## src/hw/rtl/utf8_to_cp437_transcoder_unit_macros.svh

```systemverilog
// assertion helpers for the transcoder
`ifndef UTF8_TO_CP437_TRANSCODER_UNIT_MACROS_SVH
`define UTF8_TO_CP437_TRANSCODER_UNIT_MACROS_SVH

// same-cycle implication, checked out of reset
`define U2C_ASSERT_IMP(label, clk, rst_n, ante, cons, msg) \
  label: assert property (@(posedge clk) disable iff (!rst_n) (ante) |-> (cons)) \
    else $error(msg);

// next-cycle implication, checked out of reset
`define U2C_ASSERT_NXT(label, clk, rst_n, ante, cons, msg) \
  label: assert property (@(posedge clk) disable iff (!rst_n) (ante) |=> (cons)) \
    else $error(msg);

`endif

```

## src/hw/rtl/u2c_pkg.sv

```systemverilog
package u2c_pkg;

  localparam int CP_W            = 32;
  localparam int BYTE_W          = 8;
  localparam int GLYPH_COUNT     = 80;
  localparam int CMD_QUEUE_DEPTH = 4;

  localparam logic [BYTE_W-1:0] UNKNOWN_CHAR = 8'h3F;
  localparam logic [BYTE_W-1:0] TERMINATOR   = 8'h00;

  // glyph bytes: 1..31 for the first run, then DEL, then the box-drawing run
  localparam int LOW_RUN_LEN  = 31;
  localparam int DEL_INDEX    = 31;
  localparam int BOX_START    = 32;
  localparam logic [BYTE_W-1:0] DEL_GLYPH = 8'd127;
  localparam int BOX_BASE     = 176;

  localparam logic [15:0] GLYPH_CP [GLYPH_COUNT] = '{
    16'h263A, 16'h263B, 16'h2665, 16'h2666, 16'h2663, 16'h2660, 16'h2022, 16'h25D8,
    16'h25CB, 16'h25D9, 16'h2642, 16'h2640, 16'h266A, 16'h266B, 16'h263C, 16'h25BA,
    16'h25C4, 16'h2195, 16'h203C, 16'h00B6, 16'h00A7, 16'h25AC, 16'h21A8, 16'h2191,
    16'h2193, 16'h2192, 16'h2190, 16'h221F, 16'h2194, 16'h25B2, 16'h25BC, 16'h2302,
    16'h2591, 16'h2592, 16'h2593, 16'h2502, 16'h2524, 16'h2561, 16'h2562, 16'h2556,
    16'h2555, 16'h2563, 16'h2551, 16'h2557, 16'h255D, 16'h255C, 16'h255B, 16'h2510,
    16'h2514, 16'h2534, 16'h252C, 16'h251C, 16'h2500, 16'h253C, 16'h255E, 16'h255F,
    16'h255A, 16'h2554, 16'h2569, 16'h2566, 16'h2560, 16'h2550, 16'h256C, 16'h2567,
    16'h2568, 16'h2564, 16'h2565, 16'h2559, 16'h2558, 16'h2552, 16'h2553, 16'h256B,
    16'h256A, 16'h2518, 16'h250C, 16'h2588, 16'h2584, 16'h258C, 16'h2590, 16'h2580
  };

  // one accepted byte turns into up to three output slots, in this order
  typedef struct packed {
    logic              flush_v;
    logic [CP_W-1:0]   flush_cp;
    logic              lit_v;
    logic [BYTE_W-1:0] lit_byte;
    logic              term_v;
  } cmd_t;

  typedef struct packed {
    logic full;
    logic head_v;
  } q_status_t;

  function automatic logic [BYTE_W-1:0] glyph_byte(input int idx);
    logic [BYTE_W-1:0] res;
    if (idx < LOW_RUN_LEN) begin
      res = BYTE_W'(idx + 1);
    end else if (idx == DEL_INDEX) begin
      res = DEL_GLYPH;
    end else begin
      res = BYTE_W'(idx - BOX_START + BOX_BASE);
    end
    return res;
  endfunction

  function automatic logic [BYTE_W-1:0] map_glyph(input logic [CP_W-1:0] cp);
    logic [BYTE_W-1:0] res;
    res = UNKNOWN_CHAR;
    for (int i = 0; i < GLYPH_COUNT; i++) begin
      if (cp == {16'h0000, GLYPH_CP[i]}) begin
        res = glyph_byte(i);
      end
    end
    return res;
  endfunction

endpackage

```

## src/hw/rtl/u2c_front.sv

```systemverilog
module u2c_front
  import u2c_pkg::*;
(
  input  logic              clk,
  input  logic              rst_n,
  input  logic              accept,
  input  logic [BYTE_W-1:0] in_byte,
  input  logic              in_end_of_string,
  output logic              q_push,
  output cmd_t              cmd,
  output logic              pend_zero
);

  logic [CP_W-1:0] pending_r, pending_nxt;
  logic            is_ascii, is_cont;
  logic [CP_W-1:0] shifted;
  logic [4:0]      payload;
  logic            pend_nz;

  assign is_ascii = ~in_byte[7];
  assign is_cont  = in_byte[7:6] == 2'b10;
  assign shifted  = {pending_r[CP_W-7:0], in_byte[5:0]};
  assign pend_nz  = pending_r != '0;

  always_comb begin
    if (in_byte[7:5] == 3'b110) begin
      payload = in_byte[4:0];
    end else if (in_byte[7:4] == 4'b1110) begin
      payload = {1'b0, in_byte[3:0]};
    end else if (in_byte[7:3] == 5'b11110) begin
      payload = {2'b00, in_byte[2:0]};
    end else begin
      payload = '0;
    end
  end

  always_comb begin
    cmd          = '0;
    cmd.term_v   = in_end_of_string;
    cmd.lit_byte = in_byte;
    if (is_ascii) begin
      cmd.flush_v  = pend_nz;
      cmd.flush_cp = pending_r;
      cmd.lit_v    = 1'b1;
      pending_nxt  = '0;
    end else if (is_cont) begin
      cmd.flush_v  = in_end_of_string && (shifted != '0);
      cmd.flush_cp = shifted;
      pending_nxt  = in_end_of_string ? '0 : shifted;
    end else begin
      cmd.flush_v  = pend_nz;
      cmd.flush_cp = pending_r;
      // a bare payload is below every table entry, so it always maps to unknown
      cmd.lit_v    = in_end_of_string && (payload != '0);
      cmd.lit_byte = UNKNOWN_CHAR;
      pending_nxt  = in_end_of_string ? '0 : CP_W'(payload);
    end
  end

  assign q_push    = accept && (cmd.flush_v || cmd.lit_v || cmd.term_v);
  assign pend_zero = !pend_nz;

  always_ff @(posedge clk) begin
    if (!rst_n) begin
      pending_r <= '0;
    end else if (accept) begin
      pending_r <= pending_nxt;
    end
  end

endmodule

```

## src/hw/rtl/u2c_cmd_queue.sv

```systemverilog
module u2c_cmd_queue
  import u2c_pkg::*;
#(
  parameter int DEPTH = CMD_QUEUE_DEPTH
) (
  input  logic      clk,
  input  logic      rst_n,
  input  logic      q_push,
  input  cmd_t      push_cmd,
  input  logic      q_pop,
  output cmd_t      head_cmd,
  output q_status_t status
);

  localparam int PW = (DEPTH > 1) ? $clog2(DEPTH) : 1;
  localparam int CW = $clog2(DEPTH + 1);

  cmd_t          mem_r [DEPTH];
  logic [PW-1:0] wr_ptr_r, rd_ptr_r;
  logic [CW-1:0] count_r, count_nxt;

  function automatic logic [PW-1:0] wrap_inc(input logic [PW-1:0] ptr);
    return (ptr == PW'(DEPTH - 1)) ? '0 : ptr + 1'b1;
  endfunction

  always_comb begin
    case ({q_push, q_pop})
      2'b10:   count_nxt = count_r + 1'b1;
      2'b01:   count_nxt = count_r - 1'b1;
      default: count_nxt = count_r;
    endcase
  end

  assign head_cmd      = mem_r[rd_ptr_r];
  assign status.full   = count_r == CW'(DEPTH);
  assign status.head_v = count_r != '0;

  always_ff @(posedge clk) begin
    if (q_push) begin
      mem_r[wr_ptr_r] <= push_cmd;
    end
  end

  always_ff @(posedge clk) begin
    if (!rst_n) begin
      wr_ptr_r <= '0;
      rd_ptr_r <= '0;
      count_r  <= '0;
    end else begin
      if (q_push) begin
        wr_ptr_r <= wrap_inc(wr_ptr_r);
      end
      if (q_pop) begin
        rd_ptr_r <= wrap_inc(rd_ptr_r);
      end
      count_r <= count_nxt;
    end
  end

endmodule

```

## src/hw/rtl/u2c_back.sv

```systemverilog
module u2c_back
  import u2c_pkg::*;
(
  input  logic              clk,
  input  logic              rst_n,
  input  cmd_t              head_cmd,
  input  logic              head_v,
  output logic              q_pop,
  output logic              empty,
  input  logic              pop,
  output logic [BYTE_W-1:0] out_byte,
  output logic              out_last_of_run
);

  // slot order: bit 0 flush, bit 1 literal, bit 2 terminator
  logic [2:0]        done_r, done_nxt;
  logic [2:0]        rem, pick, rem_after;
  logic              step, last_slot;
  logic [BYTE_W-1:0] slot_byte;
  logic              out_v_r;
  logic [BYTE_W-1:0] out_byte_r;
  logic              out_last_r;

  assign rem       = {head_cmd.term_v, head_cmd.lit_v, head_cmd.flush_v} & ~done_r;
  assign pick      = rem & (~rem + 1'b1);
  assign rem_after = rem & ~pick;
  assign last_slot = rem_after == '0;
  assign step      = head_v && (!out_v_r || pop);
  assign q_pop     = step && last_slot;

  always_comb begin
    if (pick[0]) begin
      slot_byte = map_glyph(head_cmd.flush_cp);
    end else if (pick[1]) begin
      slot_byte = head_cmd.lit_byte;
    end else begin
      slot_byte = TERMINATOR;
    end
  end

  always_comb begin
    done_nxt = done_r;
    if (step) begin
      done_nxt = last_slot ? '0 : (done_r | pick);
    end
  end

  always_ff @(posedge clk) begin
    if (step) begin
      out_byte_r <= slot_byte;
      out_last_r <= last_slot;
    end
  end

  always_ff @(posedge clk) begin
    if (!rst_n) begin
      done_r  <= '0;
      out_v_r <= 1'b0;
    end else begin
      done_r <= done_nxt;
      if (step) begin
        out_v_r <= 1'b1;
      end else if (pop) begin
        out_v_r <= 1'b0;
      end
    end
  end

  assign empty           = !out_v_r;
  assign out_byte        = out_byte_r;
  assign out_last_of_run = out_last_r;

endmodule

```

## src/hw/rtl/utf8_to_cp437_transcoder_unit.sv

```systemverilog
// UTF-8 to code page 437 transcoder. Bytes of a UTF-8 string go in one per transfer on the
// input queue port (push/full); single-byte CP437 characters come out on the result queue port
// (empty/pop), each with out_last_of_run set on the final result that its input byte caused.
// Lead, ASCII and end-of-string bytes flush the pending code point through the glyph table
// (unknown code points become '?'); end of string adds a 0 terminator. A byte can cause zero to
// three results. The front accepts one byte every cycle while the command queue has room; the
// back drains one result per cycle through the output register while that register is empty or
// being popped, and QUEUE_DEPTH commands absorb the bursts. The earliest result reaches the
// result ports through the command queue and then the output register: the command enters the
// queue at its byte's transfer and the table lookup lands in the output register after that.
`include "utf8_to_cp437_transcoder_unit_macros.svh"

module utf8_to_cp437_transcoder_unit
  import u2c_pkg::*;
#(
  parameter int QUEUE_DEPTH = CMD_QUEUE_DEPTH
) (
  input  logic              clk,
  input  logic              rst_n,
  // input queue side
  input  logic              push,
  output logic              full,
  input  logic [BYTE_W-1:0] in_byte,
  input  logic              in_end_of_string,
  // result queue side
  output logic              empty,
  input  logic              pop,
  output logic [BYTE_W-1:0] out_byte,
  output logic              out_last_of_run
);

  logic      accept;
  logic      q_push, q_pop;
  cmd_t      push_cmd, head_cmd;
  q_status_t q_stat;
  logic      pend_zero;

  // a byte is taken whenever the command queue has room
  assign full   = q_stat.full;
  assign accept = push && !full;

  // front: classify the byte, update the pending code point, build the slot command
  u2c_front u_front (
    .clk              (clk),
    .rst_n            (rst_n),
    .accept           (accept),
    .in_byte          (in_byte),
    .in_end_of_string (in_end_of_string),
    .q_push           (q_push),
    .cmd              (push_cmd),
    .pend_zero        (pend_zero)
  );

  // short queue of commands between front and back
  u2c_cmd_queue #(
    .DEPTH (QUEUE_DEPTH)
  ) u_queue (
    .clk      (clk),
    .rst_n    (rst_n),
    .q_push   (q_push),
    .push_cmd (push_cmd),
    .q_pop    (q_pop),
    .head_cmd (head_cmd),
    .status   (q_stat)
  );

  // back: walk the slots of the head command, look up glyphs, register results
  u2c_back u_back (
    .clk             (clk),
    .rst_n           (rst_n),
    .head_cmd        (head_cmd),
    .head_v          (q_stat.head_v),
    .q_pop           (q_pop),
    .empty           (empty),
    .pop             (pop),
    .out_byte        (out_byte),
    .out_last_of_run (out_last_of_run)
  );

  // the queue never takes a command while full
  `U2C_ASSERT_IMP(a_no_push_full, clk, rst_n, q_push, !q_stat.full, "push into full queue")
  // the back only retires a command that is there
  `U2C_ASSERT_IMP(a_pop_valid, clk, rst_n, q_pop, q_stat.head_v, "pop of empty queue")
  // end of string always leaves nothing pending
  `U2C_ASSERT_NXT(a_eos_clears, clk, rst_n, accept && in_end_of_string, pend_zero,
                  "pending code point left after end of string")

endmodule
```

## config.mk

```make
export PLATFORM = sky130hd
export DESIGN_NAME = utf8_to_cp437_transcoder_unit
export DESIGN_NICKNAME = d
export VERILOG_FILES = /design/src/hw/rtl/u2c_pkg.sv /design/src/hw/rtl/u2c_front.sv /design/src/hw/rtl/u2c_cmd_queue.sv /design/src/hw/rtl/u2c_back.sv /design/src/hw/rtl/utf8_to_cp437_transcoder_unit.sv
export VERILOG_INCLUDE_DIRS = /design/src /design/src/hw/rtl
export SDC_FILE = /design/constraint.sdc
export NUM_CORES = 1
export LEC_CHECK = 0
export BUFFER_PORTS_ARGS = -buffer_cell sky130_fd_sc_hd__buf_2
export CAP_MARGIN = 25
export CORE_MARGIN = 2
export CORE_UTILIZATION = 60
export DETAILED_ROUTE_END_ITERATION = 10
export GPL_TIMING_DRIVEN = 1
export PLACE_DENSITY = 0.88
export SLEW_MARGIN = 20
export SYNTH_ARGS = -nofsm -noshare
export SYNTH_HDL_FRONTEND = slang
export SYNTH_HIERARCHICAL = 1
export SYNTH_SLANG_ARGS = --single-unit
export TNS_END_PERCENT = 30
```

## constraint.sdc

```tcl
create_clock -name clk -period 7.6 [get_ports clk]
set_input_delay 1.14 -clock clk [delete_from_list [all_inputs] [get_ports clk]]
set_output_delay 1.14 -clock clk [all_outputs]
set_load 0.05 [all_outputs]
```

Word level (Yosys, flattened, before mapping)
Memory sizes are Yosys's and may differ from the RTL's. A register that Yosys moved wholly into a read port is not among the register bits. Cells that the tools add are included.

Flip-flop bits (word level): 52. Bits in latches: 0. Bits in writable memories: 172. Memory bits (read-only): 0. Input bits: 13. Output and inout bits: 11. Word-level logic and storage cells: 231. Memories: 1.

Memory list: u_queue.mem_r (words 4, width 43, read ports 1, clocked after memory_dff 1, write ports 1, RTL line u2c_cmd_queue.sv:18) `cmd_t mem_r [DEPTH];`.

Add/subtract/negate cells: 5. Multiply operators: 0. Div/mod/pow operators: 0. $lt $le $gt $ge: 0. Equality and inequality tests: 89. Shifts and indexed selects: 0. Mux-type cells: 103. Bitwise operators: 7. Reduce and logical (&&, ||, !) cells: 18.

Operator list (number): equality test 32 x 14 -> 1 bit, second input constant (78); 2-to-1 mux 8 bit (51); 2-to-1 mux 6 bit (31); 2-to-1 mux 32 bit (3); equality test 32 x 8 -> 1 bit, second input constant (2); nonzero test 32 bit (2); 2-to-1 mux 34 bit (1); 2-to-1 mux 33 bit (1); 2-to-1 mux 5 bit (3); bitwise AND 3 bit (3); 2-to-1 mux 9 bit (1); inverter 3 bit (3); equality test 2 bit, second input constant (4); 2-to-1 mux 2 bit (4); 2-to-1 mux 7 bit (1); adder 3 x 1 -> 3 bit, second input constant (2); equality test 3 bit, second input constant (2); logical AND 1 bit (6); 2-to-1 mux 3 bit (2); case mux 3 bit (2 select lines) (1); equality test 5 bit, second input constant (1); nonzero test 5 bit (1); adder 2 x 1 -> 2 bit, second input constant (2); equality test 4 bit, second input constant (1); other kinds (9) (16).

Logic depth before layout (Yosys ltp)
Gate-level depths: netlist of run 1.

Word-level depth: 82. Depth in mapped cells: 13. Gate-level depth less buffers: 11.

By module
Netlist of run 1, hierarchy kept.

Modules (own cells, without submodules): u2c_cmd_queue (instances 1, cells each 268, area each 6716.4 um^2, seq. area each 5345.1 um^2); u2c_back (instances 1, cells each 337, area each 2272.2 um^2, seq. area each 350.3 um^2); u2c_front (instances 1, cells each 250, area each 1796.7 um^2, seq. area each 640.6 um^2); utf8_to_cp437_transcoder_unit (instances 1, cells each 1, area each 13.8 um^2, seq. area each 0.0 um^2).

Worst setup path before layout of run 1
OpenSTA, ideal clock, no wires.

Kind: reg-to-reg. From: reg (tool-made name). To: reg u_back.out_byte_r[0] (netlist: u_back/out_byte[0]) (data pin). Library setup time: 0.257 ns. Arrival time: 3.271 ns. Required time: 7.343 ns. Slack: 4.072 ns. Cell stages (with the launch flop): 11. Path buffers: 3. Clock period less this slack: 3.528 ns. Cells stage by stage: dfxtp_1 buf_6 buf_12 mux4_2 or4b_4 or3_1 buf_2 or4_4 a2111oi_4 o31ai_1 a32o_1.

RTL lines: to (signal assigned) (RTL line u2c_back.sv:50) `out_byte_r <= slot_byte;`; to (decl) (RTL line u2c_back.sv:21) `logic [BYTE_W-1:0] out_byte_r;`.

==> results of run 1 <==
==> critical path: cells and delay by family, from the launching register on <==
family | cells | cell delay, ps
AOI/OAI and AO/OA | 3 | 700
buffers and inverters | 1 | 430
DFF | 1 | 590
and+or+nand+nor | 4 | 1830
muxes | 1 | 570
==> area by class of cell <==
type                    count  area share [%]
well taps                 229            2.45
flip-flops and latches    226            54.2
clock buffers              29            5.19
inverters                  10           0.321
multi-input cells         566            35.2
clock inverters             8           0.385
repair buffers             35            2.20
==> Yosys cell counts, types with 6 or more instances <==
library cell | number | share of area (%)
nand2_1 | 125 | 4.3
dfxtp_1 | 45 | 8.3
nand4_1 | 11 | 0.64
nand3_1 | 12 | 0.56
nor3b_1 | 6 | 0.42
nor3_1 | 23 | 1.1
nor4_1 | 21 | 1.2
or3_1 | 11 | 0.64
nor2_1 | 38 | 1.3
clkbuf_1 | 33 | 1.1
a21oi_1 | 24 | 1.1
o21ai_0 | 24 | 1.1
buf_2 | 7 | 0.32
xnor2_1 | 6 | 0.49
nand2b_1 | 21 | 1.2
a22oi_1 | 32 | 2.2
mux4_2 | 40 | 8.3
inv_1 | 8 | 0.28
and2_1 | 7 | 0.41
nor2b_1 | 50 | 2.9
a31oi_1 | 8 | 0.46
ha_1 | 6 | 0.70
edfxtp_1 | 181 | 50
mux2i_1 | 6 | 0.56
==> metrics by stage <==
stage                     util (%)  hold slack [ps]  total power, mW  instance area, sq um  worst slack, ps
after detailed placement      61.7              439             2.83                 11000             2890
final                         65.5              459             3.88                 11700             3240
after CTS                     65.3              456             3.85                 11700             2800
after global placement        61.4              416             2.82                 11000             2960
after floorplan                  -              409             2.56                 10800             4070
after global routing          65.5              495             4.01                 11700             2980
==> flip-flops by register name, indices dropped and copies added (netlist names), named ones only <==
signal,cells
u_back/out_byte,8
u_queue/count_r,3
u_back/out_v_r,1
u_front/pending_r,32
u_back/done_r,3
u_back/out_last_of_run,1
u_queue/rd_ptr_r,2
u_queue/wr_ptr_r,2
u_queue/mem_r,172
==> how the worst max path moves through the flow <==
stage          slack [ps]  from                      endpoint
2_1_floorplan        4070  flop  u_back/out_byte[0]$_DFFE_PP_
3_3_place_gp         2960  flop  u_back/out_byte[5]$_DFFE_PP_
3_5_place_dp         2890  flop  u_back/out_byte[5]$_DFFE_PP_
4_1_cts              2800  flop  u_back/out_byte[5]$_DFFE_PP_
5_1_grt              2980  flop  u_back/out_byte[5]$_DFFE_PP_
6_report             3240  flop  u_back/out_byte[5]$_DFFE_PP_
==> report_power, final <==
| part | internal (mW) | total (mW) | switching (mW) |
|---|---|---|---|
| clock | 0.560 | 1.00 | 0.440 |
| sequential | 1.49 | 1.55 | 0.0629 |
| combinational | 0.445 | 1.33 | 0.881 |
==> kinds of logic after synthesis <==
kind of cell | count (synthesis) | share of synthesized area [%]
buffers and inverters | 64 | 3.26
XOR/XNOR | 10 | 0.811
flip-flops | 226 | 58.7
AND/OR/NAND/NOR | 358 | 17.5
AO/OA/AOI/OAI | 141 | 9.14
adder cells (fa/ha/maj) | 7 | 0.881
multiplexers | 50 | 9.73
==> routing by layer <==
metal  track usage (%)  wire, um  vias to the layer above
met5                 0         0                        -
met4              12.4      1410                        0
met3              5.26      3270                      143
met2              45.3     13000                      676
met1              39.3     10000                     3678
li1                  -         -                     3287
==> flow_metrics.env, run 1 <==
export IMPL_wl_mm=27.7
export IMPL_rsz0062_at_grt="no"
export IMPL_clk_insertion_delay_late_ps=520
export IMPL_crit_path_frequent_cell="o21ai_0"
export IMPL_grt_pass1_vias=7446
export IMPL_netlist_instances=856
export IMPL_yosys_cell_types_count=76
export IMPL_gp_congestion=1.07
export IMPL_hold_viol_final=0
export IMPL_initial_utilization_pct=60.5
export IMPL_crit_slowest_cell="nor2_1"
export IMPL_final_max_slew_viol_count=0
export IMPL_ys_warn_count=6
export IMPL_grt_start_max_net_pins=44
export IMPL_viasPerCell=7.06
export IMPL_postCtsHoldBufs=0
export IMPL_syn_num_nets=876
export IMPL_fin_skew_ps=20.5
export IMPL_cts_tree="built"
export IMPL_area_growth_pct=8.25
export IMPL_die_area_sq_um=19100
export IMPL_portBuffers=23
export IMPL_min_period_ps=4360
export IMPL_root_buffer="clkbuf_16"
export IMPL_ys_ff_latch=226
export IMPL_vias=7784
export IMPL_tns_ps=0
export IMPL_hold_depth=2
export IMPL_final_cell_mix="edfxtp_1 (181), nand2_1 (125), nor2b_1 (50), dfxtp_1 (43), mux4_2 (40)"
export IMPL_max_freq_ghz=0.229
export IMPL_clk_pin_slew_worst_paths_ps=60
export IMPL_final_fill_count=1151
export IMPL_cp_slowest_stage_delay_ps=650
export IMPL_arrival_ps=4620
export IMPL_fin_cells=1103
export IMPL_start_kind="flop"
export IMPL_grt_overflow_total=0
export IMPL_dp_cells=1064
export IMPL_drc_errors=0
export IMPL_n_antenna_cell=0
export IMPL_crit_type="flop to flop"
export IMPL_max_slew_margin_rel_pct=33.6
export IMPL_layout_drive_gt1_share_pct=14.9
export IMPL_final_common_cell="edfxtp_1"
export IMPL_synthArstFlopShare_pct=0
export IMPL_clockBufferDepth=3
export IMPL_io_pins=24
export IMPL_setup_viol=0
export IMPL_status="finished clean"
export IMPL_grt_pass1_wl_mm=42.8
export IMPL_path_max_fanout=18
export IMPL_placementRows=49
export IMPL_seqCellArea_sq_um=6340
export IMPL_cp_required_ps=7860
export IMPL_whs_endpoint="u_back/done_r[2]$_SDFFE_PN0P_"
export IMPL_dieWidth_um=138
export IMPL_ys_flop_type="edfxtp_1"
export IMPL_min_period_over_period_pct=57.3
export IMPL_grtUsageTotal_pct=28.6
export IMPL_htree_levels=1
export IMPL_timing_rr_end="u_back/out_byte[5]$_DFFE_PP_"
export IMPL_reg2regPathDepth=9
export IMPL_drtPass1Iterations=7
export IMPL_drv_cap=0
export IMPL_antenna_found_initial=0
export IMPL_avgSynthCellArea_sq_um=12.6
export IMPL_place_hpwl_mm=16.7
export IMPL_yosysSeqAreaShare_pct=58.7
export IMPL_ant_nets=0
export IMPL_wl_per_cell_um=25.1
export IMPL_min_path_type="flop to flop"
export IMPL_worst_pin_slew_ps=994
export IMPL_ctsResizeCount=0
export IMPL_clkSinkCount=226
export IMPL_post_cts_buffers=0
export IMPL_syn_area_sq_um=10800
export IMPL_worstHoldStart="u_back/done_r[2]$_SDFFE_PN0P_"
export IMPL_multi_input_area_sq_um=4120
export IMPL_num_nets_final=880
export IMPL_p_leak_nw=3.86
export IMPL_numCtsBuffers=21
export IMPL_crit_chain="buf_4 > mux4_2 > nor4_1 > nand4_1 > nor2_1 > o21ai_0 > o21ai_0 > nor4b_1 > a32o_1"
export IMPL_r2r_slack_ps=3240
export IMPL_ir_worst_vdd_uv=310
export IMPL_drtIter0Drc=1219
export IMPL_core_area_sq_um=17800
export IMPL_end_kind="flop"
export IMPL_synth_edff_count=181
export IMPL_die_h_um=138
export IMPL_powerDensity_nw_per_um2=332
Note: power is estimated with default switching activity, not from simulation.
==> run 2: changes to the inputs <==
CORE_UTILIZATION = 57   (was 60)
PLACE_DENSITY = 0.87   (was 0.88)
clock period = 4 ns   (was 7.6 ns; I/O delays follow)
==> run 2 against run 1 <==
  * Clock power is 95% higher
  * First-iteration DRC count is 17% lower
  * Global-route usage is 1.9 points lower
  * Largest cell class unchanged
  * Highest routed layer unchanged
==> flow_metrics.env, run 2 (same netlist as run 1, synthesis figures left out) <==
export IMPL_arrival_ps=4080
export IMPL_crit_chain="buf_12 > mux4_2 > buf_4 > nand4bb_1 > or3_1 > a2111oi_0 > buf_4 > a31oi_1 > nand4_1 > nor4_1 > a21o_1"
export IMPL_clk_insertion_delay_late_ps=490
export IMPL_crit_slowest_cell="a2111oi_0"
export IMPL_dieWidth_um=142
export IMPL_wl_mm=26.7
export IMPL_viasPerCell=6.73
export IMPL_powerDensity_nw_per_um2=630
export IMPL_max_slew_margin_rel_pct=33.5
export IMPL_htree_levels=1
export IMPL_n_antenna_cell=0
export IMPL_final_common_cell="edfxtp_1"
export IMPL_wl_per_cell_um=23.4
export IMPL_drtIter0Drc=1016
export IMPL_vias=7666
export IMPL_grtUsageTotal_pct=26.7
export IMPL_num_nets_final=911
export IMPL_cp_required_ps=4250
export IMPL_ir_worst_vdd_uv=514
export IMPL_min_path_type="primary input to flop"
export IMPL_crit_path_frequent_cell="buf_4"
export IMPL_largest_reg_flops=172
export IMPL_numCtsBuffers=20
export IMPL_fin_skew_ps=8.98
export IMPL_min_period_ps=3830
export IMPL_die_area_sq_um=20100
export IMPL_cts_tree="built"
export IMPL_post_cts_buffers=0
export IMPL_die_h_um=142
export IMPL_placementRows=50
export IMPL_status="finished clean"
export IMPL_portBuffers=23
export IMPL_ant_nets=0
export IMPL_area_growth_pct=10.4
export IMPL_drc_errors=0
export IMPL_crit_family="simple AND/OR/NAND/NOR gates"
export IMPL_ctsResizeCount=0
export IMPL_start_kind="flop"
export IMPL_path_max_fanout=27
export IMPL_clockBufferDepth=3
export IMPL_tns_ps=0
export IMPL_crit_type="flop to flop"
export IMPL_drv_cap=0
export IMPL_p_leak_nw=4.01
export IMPL_rsz0062_at_grt="no"
export IMPL_root_buffer="clkbuf_16"
export IMPL_final_cell_mix="edfxtp_1 (181), nand2_1 (125), nor2b_1 (50), dfxtp_1 (43), buf_4 (42)"
export IMPL_grt_overflow_total=0
export IMPL_grt_pass1_vias=7311
export IMPL_final_fill_count=1282
export IMPL_top_register="u_queue/mem_r"
export IMPL_antenna_found_initial=0
export IMPL_grt_pass1_wl_mm=41.1
export IMPL_worst_pin_slew_ps=995
export IMPL_setup_viol=0
export IMPL_io_pins=24
export IMPL_cp_slowest_stage_delay_ps=580
export IMPL_crit_buf_inv=3
export IMPL_core_area_sq_um=18600
export IMPL_drtPass1Iterations=5
export IMPL_layout_drive_gt1_share_pct=17.7
export IMPL_initial_utilization_pct=57.9
export IMPL_clk_pin_slew_worst_paths_ps=70
export IMPL_clkSinkCount=226
export IMPL_max_freq_ghz=0.261
export IMPL_final_max_slew_viol_count=0
export IMPL_place_hpwl_mm=17.8
export IMPL_grt_start_max_net_pins=44
export IMPL_whs_ps=427
export IMPL_min_period_over_period_pct=95.8
export IMPL_hold_viol_final=0
export IMPL_postCtsHoldBufs=0
export IMPL_gp_congestion=1.01
export IMPL_end_kind="flop"
-- run 2: metal layers --
metal  wire [um]  vias to the layer above  track usage [%]
met5           0                        -                0
met4        1140                        0             11.0
met3        2830                      102             4.59
met2       12500                      546             42.2
met1       10200                     3653             37.3
li1            -                     3365                -
-- run 2: metrics by stage --
step	utilization, %	power (mW)	worst slack [ps]	std cells	cell area [sq um]
finish	63.9	7.51	168	1139	11900
global route	63.9	7.79	42.3	1139	11900
CTS	63.9	7.48	228	1139	11900
detailed placement	60.4	5.55	240	1103	11300
global placement	60.4	5.51	180	1103	11300
floorplan	-	4.86	472	856	10800
-- run 2: worst register-to-register path: stages, from the launching register on --
cell and delay (ps):
dfxtp_2 540, buf_12 280, mux4_2 550, buf_4 220, nand4bb_1 360, or3_1 470, a2111oi_0 580, buf_4 220
a31oi_1 40, nand4_1 100, nor4_1 70, a21o_1 170
-- run 2: worst paths after layout --
path                                                    start                             to  slack (ps)  cells after the start
worst max-delay path                                     flop   u_back/out_byte[1]$_DFFE_PP_         170                     11
worst min-delay path                                      pop    u_back/out_v_r$_SDFFE_PN0P_         430                      3
worst max register to register                           flop   u_back/out_byte[1]$_DFFE_PP_         170                     11
worst min register to register  u_back/done_r[2]$_SDFFE_PN0P_  u_back/done_r[2]$_SDFFE_PN0P_         470                      2
-- run 2: cell type report --
class                   instances  area [sq um]  share of cell area, %
flip-flops and latches        226          6340                   53.2
multi-input cells             566          4120                   34.5
clock buffers                  24           515                   4.33
repair buffers                 67           470                   3.95
well taps                     234           293                   2.46
clock inverters                12           148                   1.24
inverters                      10          37.5                  0.315
-- run 2: power breakdown --
group          internal [mW]  switching (mW)
sequential              2.83           0.116
clock                   1.12           0.822
combinational          0.963            1.66
==> run 3: changes to the inputs <==
CORE_UTILIZATION = 59   (was 57)
CTS_BUF_LIST = sky130_fd_sc_hd__clkbuf_4   (was not set)
CTS_CLUSTER_SIZE = 40   (was not set)
PLACE_DENSITY = 0.9   (was 0.87)
==> run 3 against run 2 <==
  * Core utilization grew 2.4 points
  * Power shrank 1.6%
  * Sequential cell count is the same
  * Global-route usage grew 2.6 points
  * Design area is essentially flat
  * Worst setup slack gained 190 ps
  * Combinational power grew 2%
  * Hold slack lost 110 ps
  * Sequential share of layout area is essentially flat
  * Largest power group unchanged
==> flow_metrics.env, run 3 (same netlist as run 1, synthesis figures left out) <==
export IMPL_crit_type="flop to flop"
export IMPL_min_path_type="primary input to flop"
export IMPL_core_area_sq_um=18000
export IMPL_post_cts_buffers=0
export IMPL_wl_mm=28.3
export IMPL_vias=8088
export IMPL_whs_endpoint="u_back/out_v_r$_SDFFE_PN0P_"
export IMPL_clk_pin_slew_worst_paths_ps=70
export IMPL_worst_pin_slew_ps=845
export IMPL_grt_start_max_net_pins=44
export IMPL_num_nets_final=940
export IMPL_gp_congestion=1.03
export IMPL_clockBufferDepth=3
export IMPL_cp_slowest_stage_delay_ps=720
export IMPL_place_hpwl_mm=18.2
export IMPL_placementRows=49
export IMPL_hold_viol_final=0
export IMPL_htree_levels=2
export IMPL_layout_drive_gt1_share_pct=22.4
export IMPL_portBuffers=23
export IMPL_reg2regPathDepth=9
export IMPL_io_pins=24
export IMPL_end_kind="flop"
export IMPL_clkSinkCount=226
export IMPL_status="finished clean"
export IMPL_antenna_found_initial=1
export IMPL_fin_skew_ps=20.3
export IMPL_wl_per_cell_um=23.8
export IMPL_grtUsageTotal_pct=29.3
export IMPL_crit_slowest_cell="mux4_2"
export IMPL_drc_errors=0
export IMPL_clk_insertion_delay_late_ps=610
export IMPL_final_cell_mix="edfxtp_1 (181), nand2_1 (125), clkbuf_4 (80), nor2b_1 (50), dfxtp_1 (43)"
export IMPL_tns_ps=0
export IMPL_final_max_slew_viol_count=0
export IMPL_rsz0062_at_grt="no"
export IMPL_hold_depth=3
export IMPL_wl_met1_mm=10.5
export IMPL_ctsResizeCount=0
export IMPL_drv_cap=0
export IMPL_powerDensity_nw_per_um2=621
export IMPL_min_period_over_period_pct=91.0
export IMPL_final_common_cell="edfxtp_1"
export IMPL_die_area_sq_um=19400
export IMPL_grt_pass1_vias=7871
export IMPL_setup_viol=0
export IMPL_largest_reg_flops=172
export IMPL_ir_worst_vdd_uv=674
export IMPL_viasPerCell=6.79
export IMPL_die_h_um=139
export IMPL_crit_chain="buf_12 > mux4_2 > or4b_2 > mux2_2 > nor3_1 > o41ai_1 > and3_1 > nor4b_1 > a32o_1"
export IMPL_dieWidth_um=139
export IMPL_fin_cells=1191
export IMPL_cp_required_ps=4370
export IMPL_worstHoldStart="pop"
export IMPL_cts_tree="built"
export IMPL_min_period_ps=3640
export IMPL_max_freq_ghz=0.275
export IMPL_initial_utilization_pct=60.1
export IMPL_root_buffer="clkbuf_4"
export IMPL_crit_family="simple AND/OR/NAND/NOR gates"
export IMPL_route_met3_wl_mm=3.17
export IMPL_drtIter0Drc=1197
export IMPL_grt_pass1_wl_mm=44.3
export IMPL_top_layer="met4"
export IMPL_max_slew_margin_rel_pct=43.7
export IMPL_top_register="u_queue/mem_r"
export IMPL_r2r_slack_ps=360
export IMPL_wl_met2_mm=13.5
export IMPL_path_max_fanout=22
export IMPL_timing_rr_end="u_back/out_byte[5]$_DFFE_PP_"
export IMPL_grt_overflow_total=0
export IMPL_postCtsHoldBufs=0
export IMPL_area_growth_pct=10.3
export IMPL_numCtsBuffers=49
export IMPL_start_kind="flop"
export IMPL_ant_nets=0
export IMPL_arrival_ps=4010
export IMPL_drtPass1Iterations=6
export IMPL_dp_cells=1097
export IMPL_crit_buf_inv=1
export IMPL_p_leak_nw=4.09
-- run 3: changes by cell type in the layout (fill, tap and decap cells not counted), sizes merged --
| cell | change |
|---|---|
| clkbuf | +56 |
| clkinv | +4 |
| bufinv | -3 |
| clkinvlp | -1 |
| diode | +1 |
-- run 3: cell type report --
type                    count  area [sq um]
diodes                      1          2.50
fillers                  1194          6050
flip-flops and latches    226          6340
multi-input cells         566          4120
clock inverters            12          50.0
well taps                 229           287
clock buffers              80           601
repair buffers             67           478
inverters                  10          37.5
-- run 3: through the flow --
step	setup slack [ps]	hold WS (ps)	instance area, sq um	power (mW)	utilization, %
after CTS	392	297	11900	7.34	66.2
final	358	317	11900	7.39	66.3
after floorplan	472	409	10800	4.86	-
after global placement	385	415	11200	5.50	62.6
after detailed placement	387	431	11200	5.56	62.6
after global routing	206	302	11900	7.68	66.3
-- run 3: per-layer routing --
layer	vias up	global-route usage [%]
li1	3434	-
met1	3852	40.5
met2	698	46.5
met3	104	4.82
met4	0	12.7
met5	-	0
-- run 3: worst max path at each step --
stage,slack (ps),to,cells past startpoint
global route,210,u_back/out_byte[5]$_DFFE_PP_,9
global placement,380,u_back/out_byte[1]$_DFFE_PP_,9
finish,360,u_back/out_byte[5]$_DFFE_PP_,9
detailed placement,390,u_back/out_byte[5]$_DFFE_PP_,9
floorplan,470,u_back/out_byte[0]$_DFFE_PP_,10
CTS,390,u_back/out_byte[5]$_DFFE_PP_,9
-- run 3: tightest hold or removal path, delay by kind of cell --
kind / cells / cell delay (ps)
and+or+nand+nor: 1 / 40
buffers and inverters: 1 / 80
AOI/OAI and AO/OA: 1 / 160
-- run 3: power by group --
part / switching (mW) / total [mW] / internal, mW / leakage, nW
combinational: 1.70 / 2.67 / 0.970 / 1.60
sequential: 0.114 / 2.95 / 2.83 / 2.09
clock: 0.866 / 1.78 / 0.910 / 0.399
total: 2.68 / 7.39 / 4.71 / 4.09
